===== src/rtl/bounded_id_set_assert.svh =====
// Assertion helpers for the modules of the identifier set.
`ifndef BOUNDED_ID_SET_ASSERT_SVH
`define BOUNDED_ID_SET_ASSERT_SVH

// Concurrent assertion on an explicit clock and reset.
`define BIS_ASSERT_CLK(label, clk, rst, prop, msg) \
   label: assert property (@(posedge clk) disable iff (rst) prop) else $error(msg);

// Concurrent assertion on the block's own clock and reset.
`define BIS_ASSERT(label, prop, msg) \
   `BIS_ASSERT_CLK(label, clock, reset, prop, msg)

`endif


===== src/rtl/bis_pkg.sv =====
package bis_pkg;

   localparam int ID_W    = 32;
   localparam int COUNT_W = 6;

   localparam logic [1:0] CMD_ADD   = 2'd0;
   localparam logic [1:0] CMD_DEL   = 2'd1;
   localparam logic [1:0] CMD_QUERY = 2'd2;

   localparam logic [ID_W-1:0] RESERVED_RESET = 32'hFFFF_FFFF;

   typedef struct packed {
      logic [1:0]      cmd;
      logic [ID_W-1:0] ident;
   } req_type;

   typedef struct packed {
      logic               success;
      logic               found;
      logic [COUNT_W-1:0] count;
      logic               is_full;
      logic               is_empty;
   } rsp_type;

endpackage


===== src/rtl/bounded_id_set.sv =====
// Set of up to CAPACITY distinct 32-bit identifiers with add, delete and
// membership query requests; every request returns one response with the
// status and the occupancy after the operation. The table sits in one
// synchronous RAM with a single read port, scanned one entry per cycle up to
// a match or the end, so at most the current count of entries is scanned; a
// successful delete then moves the last entry into the freed slot. A response
// held by rsp_stall stays in the output register while the next request is
// accepted and scanned. The reserved identifier, written through csr_we, is
// always rejected by add and delete and must only be changed while the block
// is idle.
module bounded_id_set #(
   parameter int CAPACITY = 32
) (
   input  logic             clock,
   input  logic             reset,
   input  logic             req_valid,
   output logic             req_stall,
   input  bis_pkg::req_type req,
   output logic             rsp_valid,
   input  logic             rsp_stall,
   output bis_pkg::rsp_type rsp,
   input  logic             csr_we,
   input  logic [31:0]      csr_wdata
);
   import bis_pkg::*;

   logic [ID_W-1:0] reserved_ff;
   logic            rsp_valid_ff, rsp_valid_in;
   rsp_type         rsp_ff, rsp_in;
   logic            out_free;
   logic            res_done;
   rsp_type         res;

   bis_engine #(
      .CAPACITY (CAPACITY)
   ) u_engine (
      .clock       (clock),
      .reset       (reset),
      .req_valid   (req_valid),
      .req_stall   (req_stall),
      .req         (req),
      .reserved_id (reserved_ff),
      .out_free    (out_free),
      .res_done    (res_done),
      .res         (res)
   );

   assign out_free     = !rsp_valid_ff || !rsp_stall;
   assign rsp_valid_in = res_done || (rsp_valid_ff && rsp_stall);
   assign rsp_in       = res_done ? res : rsp_ff;

   always_ff @(posedge clock) begin
      if (reset) begin
         reserved_ff  <= RESERVED_RESET;
         rsp_valid_ff <= 1'b0;
      end else begin
         if (csr_we) begin
            reserved_ff <= csr_wdata;
         end
         rsp_valid_ff <= rsp_valid_in;
      end
      rsp_ff <= rsp_in;
   end

   assign rsp_valid = rsp_valid_ff;
   assign rsp       = rsp_ff;

endmodule


===== src/rtl/bis_ram.sv =====
module bis_ram #(
   parameter int WIDTH = 32,
   parameter int DEPTH = 32
) (
   input  logic                                     clock,
   input  logic                                     we,
   input  logic [(DEPTH > 1 ? $clog2(DEPTH) : 1)-1:0] waddr,
   input  logic [WIDTH-1:0]                         wdata,
   input  logic [(DEPTH > 1 ? $clog2(DEPTH) : 1)-1:0] raddr,
   output logic [WIDTH-1:0]                         rdata
);

   logic [WIDTH-1:0] mem [DEPTH];

   always_ff @(posedge clock) begin
      if (we) begin
         mem[waddr] <= wdata;
      end
      rdata <= mem[raddr];
   end

endmodule


===== src/rtl/bis_engine.sv =====
module bis_engine #(
   parameter int CAPACITY = 32
) (
   input  logic             clock,
   input  logic             reset,
   input  logic             req_valid,
   output logic             req_stall,
   input  bis_pkg::req_type req,
   input  logic [31:0]      reserved_id,
   input  logic             out_free,
   output logic             res_done,
   output bis_pkg::rsp_type res
);
   import bis_pkg::*;
   `include "bounded_id_set_assert.svh"

   localparam int AW = (CAPACITY > 1) ? $clog2(CAPACITY) : 1;
   localparam int CW = $clog2(CAPACITY + 1);
   localparam int EW = AW + CW;

   localparam logic [2:0] ST_IDLE   = 3'd0;
   localparam logic [2:0] ST_SCAN   = 3'd1;
   localparam logic [2:0] ST_DECIDE = 3'd2;
   localparam logic [2:0] ST_MOVE   = 3'd3;
   localparam logic [2:0] ST_FINISH = 3'd4;

   logic [2:0]      state_ff, state_in;
   logic [1:0]      cmd_ff, cmd_in;
   logic [ID_W-1:0] ident_ff, ident_in;
   logic [AW-1:0]   idx_ff, idx_in;
   logic [AW-1:0]   slot_ff, slot_in;
   logic            found_ff, found_in;
   logic            success_ff, success_in;
   logic [CW-1:0]   count_ff, count_in;

   logic            ram_we;
   logic [AW-1:0]   ram_waddr;
   logic [ID_W-1:0] ram_wdata;
   logic [AW-1:0]   ram_raddr;
   logic [ID_W-1:0] ram_rdata;

   logic [EW-1:0]     idx_next;
   logic [CW+5:0]     count_wide;
   logic              req_accept;

   bis_ram #(
      .WIDTH (ID_W),
      .DEPTH (CAPACITY)
   ) u_table (
      .clock (clock),
      .we    (ram_we),
      .waddr (ram_waddr),
      .wdata (ram_wdata),
      .raddr (ram_raddr),
      .rdata (ram_rdata)
   );

   assign req_stall  = (state_ff != ST_IDLE);
   assign req_accept = req_valid && !req_stall;
   assign idx_next   = EW'(idx_ff) + EW'(1);

   always_comb begin
      state_in   = state_ff;
      cmd_in     = cmd_ff;
      ident_in   = ident_ff;
      idx_in     = idx_ff;
      slot_in    = slot_ff;
      found_in   = found_ff;
      success_in = success_ff;
      count_in   = count_ff;
      ram_we     = 1'b0;
      ram_waddr  = AW'(count_ff);
      ram_wdata  = ident_ff;
      ram_raddr  = AW'(idx_next);
      res_done   = 1'b0;

      unique case (state_ff)
         ST_IDLE: begin
            if (req_accept) begin
               cmd_in     = req.cmd;
               ident_in   = req.ident;
               idx_in     = '0;
               slot_in    = '0;
               found_in   = 1'b0;
               success_in = 1'b0;
               ram_raddr  = '0;
               state_in   = (count_ff == '0) ? ST_DECIDE : ST_SCAN;
            end
         end
         ST_SCAN: begin
            // The read data belongs to the entry at idx_ff, whose address was issued in the previous cycle.
            if (ram_rdata == ident_ff) begin
               found_in = 1'b1;
               slot_in  = idx_ff;
               state_in = ST_DECIDE;
            end else if (idx_next < EW'(count_ff)) begin
               idx_in = AW'(idx_next);
            end else begin
               state_in = ST_DECIDE;
            end
         end
         ST_DECIDE: begin
            priority if (cmd_ff == CMD_ADD && !found_ff && ident_ff != reserved_id
                         && count_ff < CW'(CAPACITY)) begin
               ram_we     = 1'b1;
               ram_waddr  = AW'(count_ff);
               ram_wdata  = ident_ff;
               count_in   = count_ff + CW'(1);
               success_in = 1'b1;
               state_in   = ST_FINISH;
            end else if (cmd_ff == CMD_DEL && found_ff && ident_ff != reserved_id) begin
               // Fetch the last entry; it fills the freed slot next cycle.
               ram_raddr = AW'(count_ff - CW'(1));
               state_in  = ST_MOVE;
            end else begin
               state_in = ST_FINISH;
            end
         end
         ST_MOVE: begin
            ram_we     = 1'b1;
            ram_waddr  = slot_ff;
            ram_wdata  = ram_rdata;
            count_in   = count_ff - CW'(1);
            success_in = 1'b1;
            state_in   = ST_FINISH;
         end
         ST_FINISH: begin
            if (out_free) begin
               res_done = 1'b1;
               state_in = ST_IDLE;
            end
         end
         default: begin
            state_in = ST_IDLE;
         end
      endcase
   end

   always_ff @(posedge clock) begin
      if (reset) begin
         state_ff <= ST_IDLE;
         count_ff <= '0;
      end else begin
         state_ff <= state_in;
         count_ff <= count_in;
      end
      cmd_ff     <= cmd_in;
      ident_ff   <= ident_in;
      idx_ff     <= idx_in;
      slot_ff    <= slot_in;
      found_ff   <= found_in;
      success_ff <= success_in;
   end

   assign count_wide   = {6'b0, count_ff};
   assign res.success  = success_ff;
   assign res.found    = found_ff;
   assign res.count    = count_wide[COUNT_W-1:0];
   assign res.is_full  = (count_ff == CW'(CAPACITY));
   assign res.is_empty = (count_ff == '0);

   `BIS_ASSERT(a_count_bound, count_ff <= CW'(CAPACITY), "entry count exceeds capacity")
   `BIS_ASSERT(a_write_state, ram_we |-> (state_ff == ST_DECIDE || state_ff == ST_MOVE),
               "table written outside an update step")
   `BIS_ASSERT(a_move_shrinks, (state_ff == ST_MOVE) |=> (count_ff == $past(count_ff) - CW'(1)),
               "delete did not shrink the count by one")
   `BIS_ASSERT(a_done_free, res_done |-> out_free, "result produced into a busy output")

endmodule


===== config.mk =====
export PLATFORM = sky130hd
export DESIGN_NAME = bounded_id_set
export DESIGN_NICKNAME = d
export VERILOG_FILES = /design/src/rtl/bis_pkg.sv /design/src/rtl/bounded_id_set.sv /design/src/rtl/bis_ram.sv /design/src/rtl/bis_engine.sv
export VERILOG_INCLUDE_DIRS = /design/src /design/src/rtl
export SDC_FILE = /design/constraint.sdc
export NUM_CORES = 2
export LEC_CHECK = 0
export ABC_AREA = 1
export BUFFER_PORTS_ARGS = -buffer_cell sky130_fd_sc_hd__buf_2
export CAP_MARGIN = 10
export CORE_MARGIN = 5
export CORE_UTILIZATION = 60
export CTS_BUF_LIST = sky130_fd_sc_hd__clkbuf_4 sky130_fd_sc_hd__clkbuf_8
export DETAILED_ROUTE_END_ITERATION = 12
export PLACE_DENSITY_LB_ADDON = 0.3
export SLEW_MARGIN = 25
export SYNTH_ARGS = -nofsm -noshare
export SYNTH_HDL_FRONTEND = slang
export SYNTH_SLANG_ARGS = --single-unit

===== constraint.sdc =====
create_clock -name clock -period 4.2 [get_ports clock]
set_input_delay 0.21 -clock clock [delete_from_list [all_inputs] [get_ports clock]]
set_output_delay 0.21 -clock clock [all_outputs]
set_load 0.01 [all_outputs]

==> run_results.csv <==
group,metric,value,unit
timing,holdWs,0.0776,ns
worst_setup_path,cpPeakStageDelay,0.70,ns
layout,finalInstanceArea,57400,sq um
yosys,yosysWarnings,0,
floorplanning,die_w,300,microns
global_routing,top_usage_layer,"met2",
yosys,synth-seq-cells,1154,
min_path,hold_path.class,"primary input to register",
global_routing,use_met1,41.7,%
status,status,"finished with violations",
timing,relSlewSlack,-0.797,%
timing,tns,0,ns
worst_setup_path,path_common_cell,"nand2_1",
layout,area_growth,13.9,%
pwr,peakVddDrop,0.920,mV
worst_setup_path,cp.arrival,4.67,ns
timing,maxSlewViolCount,23,
yosys,yosysUniqueCellTypes,39,
cts,clkSinkCount,1154,
timing,clock.fmax,254,MHz
timing,fin_skew,0.0652,ns
floorplanning,initial_utilization,60.4,%
timing,grt_setup_unrepaired,"no",
cts,clock_latency,0.88,ns
placed_design,placed_cells,5784,
worst_setup_path,worst_setup_path_end_kind,"register",
run,max_cap_viol_count,0,
floorplanning,core,83600,sq um
cts,clockRootBuffer,"clkbuf_8",
global_routing,gr-usage-all-layers,30.9,%
cts,clk_pin_slew,0.07,ns
global_routing,antenna_found_initial,3,
timing,setup_viol,0,
global_routing,first_global_vias,35900,
pwr,power_leakage,23.4,nW
layout,nets,5082,
cts,cts_tree,"yes",
timing,finalHoldViolCount,0,
layout,seq_area,33900,sq um
global_routing,grt_overflow,0,
cts,cts_resized,0,
placed_design,dp_hpwl,72700,microns
floorplanning,die_y,300,microns
global_routing,grt.met3_usage,7.10,%
route,drt-total-wl,141000,microns
worst_setup_path,critPathMaxFanout,54,
pwr,powerDensity,634,nW/um^2
worst_setup_path,critical_path_required,4.93,ns
worst_setup_path,worstSetupPathType,"register to register",
worst_setup_path,worstPathCellList,"xnor2_1 > nand2_1 > nor2_1 > nand2_1 > nor2_1 > nand2_2 > nand4_1 > nand2_8 > buf_4 > nand2_1 > nand3_1 > nand3_1 > nand3_1 > nand2_1 > nand2_1 > nand2_1",
route,vias_per_cell,5.96,
worst_setup_path,critical-path-top-delay-family,"simple AND/OR/NAND/NOR gates",
global_routing,grt.met2_usage,48.6,%
layout,instances_no_fill,6237,
route,drcViolationCount,0,
route,dr_total_vias,37200,
floorplanning,die_area,90000,sq um
placed_design,numPortBuffers,82,
layout,n_fill_cell,5744,
yosys,syn_area,50400,sq um
placed_design,gp_congestion,0.839,
global_routing,grt_max_degree,216,
route,drtIter0Drc,5135,
route,drt-pass1-iter-count,9,
global_routing,grt_first_pass_wirelength,213000,microns
floorplanning,io_pins,83,
worst_setup_path,worstSetupStartpointType,"register",
yosys,ys_seq_area_share,67.2,%
route,antenna_left,0,
status,violations,"slew limit",
floorplanning,rows,106,
cts,numCtsBuffers,179,
cts,clk_path_buf_depth,3,
worst_setup_path,cp_num_buf_inv,1,
yosys,synth_cells,4781,
layout,multiInputGateArea,13300,sq um
timing,tightest_slew,1.51,ns
route,wl_per_cell,22.6,microns
timing,min_period,3.93,ns
yosys,syn_area_per_cell,10.6,sq um
timing,post-route-period-util,93.7,%
cts,post-cts-setup-buffer-count,0,
layout,drive_gt1_share,11.9,%
worst_setup_path,slowest_stage,"nand2_8",
placed_design,placed_area,52500,sq um
cts,htreeDepth,4,
yosys,synthesis.nets,4861,
[layout by cell type, fill, tap and decap left out, types with 24 or more instances in the layout]
master and instances:
a21oi_1 24, buf_12 33, buf_2 82, buf_4 101
clkbuf_4 61, clkbuf_8 198, clkinv_1 37, clkinv_2 24
dfxtp_1 74, dlygate4sd3_1 117, edfxtp_1 1080, inv_1 567
nand2_1 1236, nand3_1 1126, nand3b_1 128, nor2_1 37
nor2_4 33, xnor2_1 44
[sequential cells by signal (all words and copies together), names as in the netlist]
signal	flops
u_engine.state_ff	3
u_engine.found_ff	1
u_engine.slot_ff	5
u_engine.cmd_ff	2
u_engine.u_table.mem	1024
u_engine.idx_ff	5
u_engine.ident_ff	32
rsp	10
u_engine.u_table.rdata	32
u_engine.success_ff	1
u_engine.count_ff	6
reserved_ff	32
rsp_valid	1
[cell usage after synthesis (all sizes together)]
library cell  number  area share [%]
nor3b              1           0.015
nor3               9           0.089
xnor2             44            0.76
a21o               1           0.015
a31oi              2           0.025
xor2               5           0.087
dfxtp             74             2.9
nand4             15            0.19
nor4               3           0.037
nor2              72            0.55
nand2           1247             9.3
inv              578             4.3
and3b              1           0.017
nand3           1128              11
buf              263             2.8
o21ai             42            0.42
clkinv             3           0.022
o31ai              2           0.030
edfxtp          1080              64
ha                 9            0.22
nand3b           128             1.9
o211ai             1           0.015
o21a               1           0.015
a21oi             24            0.24
a211oi             2           0.030
or2               15            0.19
clkbuf            30            0.22
a311oi             1           0.017
[area by class of cell]
cell class,count,share of cell area [%]
clock inverter,75,0.889
tap,1080,2.35
inverter,581,3.82
antenna,2,0.00871
timing repair buffer,333,5.22
clock buffer,259,5.54
multi-input combinational,2753,23.1
sequential,1154,59.0
[power by group]
group          total (W)  internal (W)  switching (W)
Combinational     0.0126       0.00372        0.00891
Sequential        0.0141        0.0138       0.000380
Clock            0.00964       0.00512        0.00451
[kinds of logic (layout without fill, tap and decap cells)]
| family | count (synthesis) | count (layout) | share of synthesized area (%) |
|---|---|---|---|
| and+or+nand+nor | 2619 | 2619 | 23.5 |
| xor gates and xnor gates | 49 | 49 | 0.851 |
| AOI/OAI and AO/OA | 76 | 76 | 0.809 |
| other | 0 | 2 | 0 |
| DFF | 1154 | 1154 | 67.2 |
| buffers and inverters | 874 | 1248 | 7.35 |
| adders and majority gates | 9 | 9 | 0.223 |
[repair_timing]
action,4_1_cts,5_1_grt
setup endpoints to repair,0,0
endpoints found under the hold margin,84,0
hold buffers,117,0
[final timing paths]
kind / from / slack [ns] / to / cells past startpoint
worst max-delay path: u_engine.ident_ff[31] / 0.27 / u_engine.u_table.rdata[16] / 16
worst min-delay path: req[18] / 0.08 / u_engine.ident_ff[18] / 2
worst max register to register: u_engine.ident_ff[31] / 0.27 / u_engine.u_table.rdata[16] / 16
worst min register to register: u_engine.success_ff / 0.42 / rsp[9] / 0
[layer usage]
metal | share of wire, % | up-vias
met4 | 4.1 | 0
met2 | 47 | 2462
met3 | 12 | 428
met1 | 37 | 17700
met5 | 0 | -
li1 | - | 16600
[per-stage QoR]
stage / power [W] / utilization, % / setup slack [ns]
after global placement: 0.0263 / 62.8 / 0.570
final: 0.0364 / 68.7 / 0.267
after CTS: 0.0361 / 68.7 / 0.430
after detailed placement: 0.0265 / 62.8 / 0.545
after floorplan: 0.0228 / - / 0.730
after global routing: 0.0382 / 68.7 / 0.120
[worst register-to-register path: stages, from the launching register on]
cell and delay (ns):
edfxtp_1 0.60, xnor2_1 0.22, nand2_1 0.10, nor2_1 0.05, nand2_1 0.10, nor2_1 0.06
nand2_2 0.14, nand4_1 0.58, nand2_8 0.70, buf_4 0.53, nand2_1 0.15, nand3_1 0.11
nand3_1 0.09, nand3_1 0.08, nand2_1 0.06, nand2_1 0.14, nand2_1 0.08
Note: power is estimated with default switching activity, not from simulation.
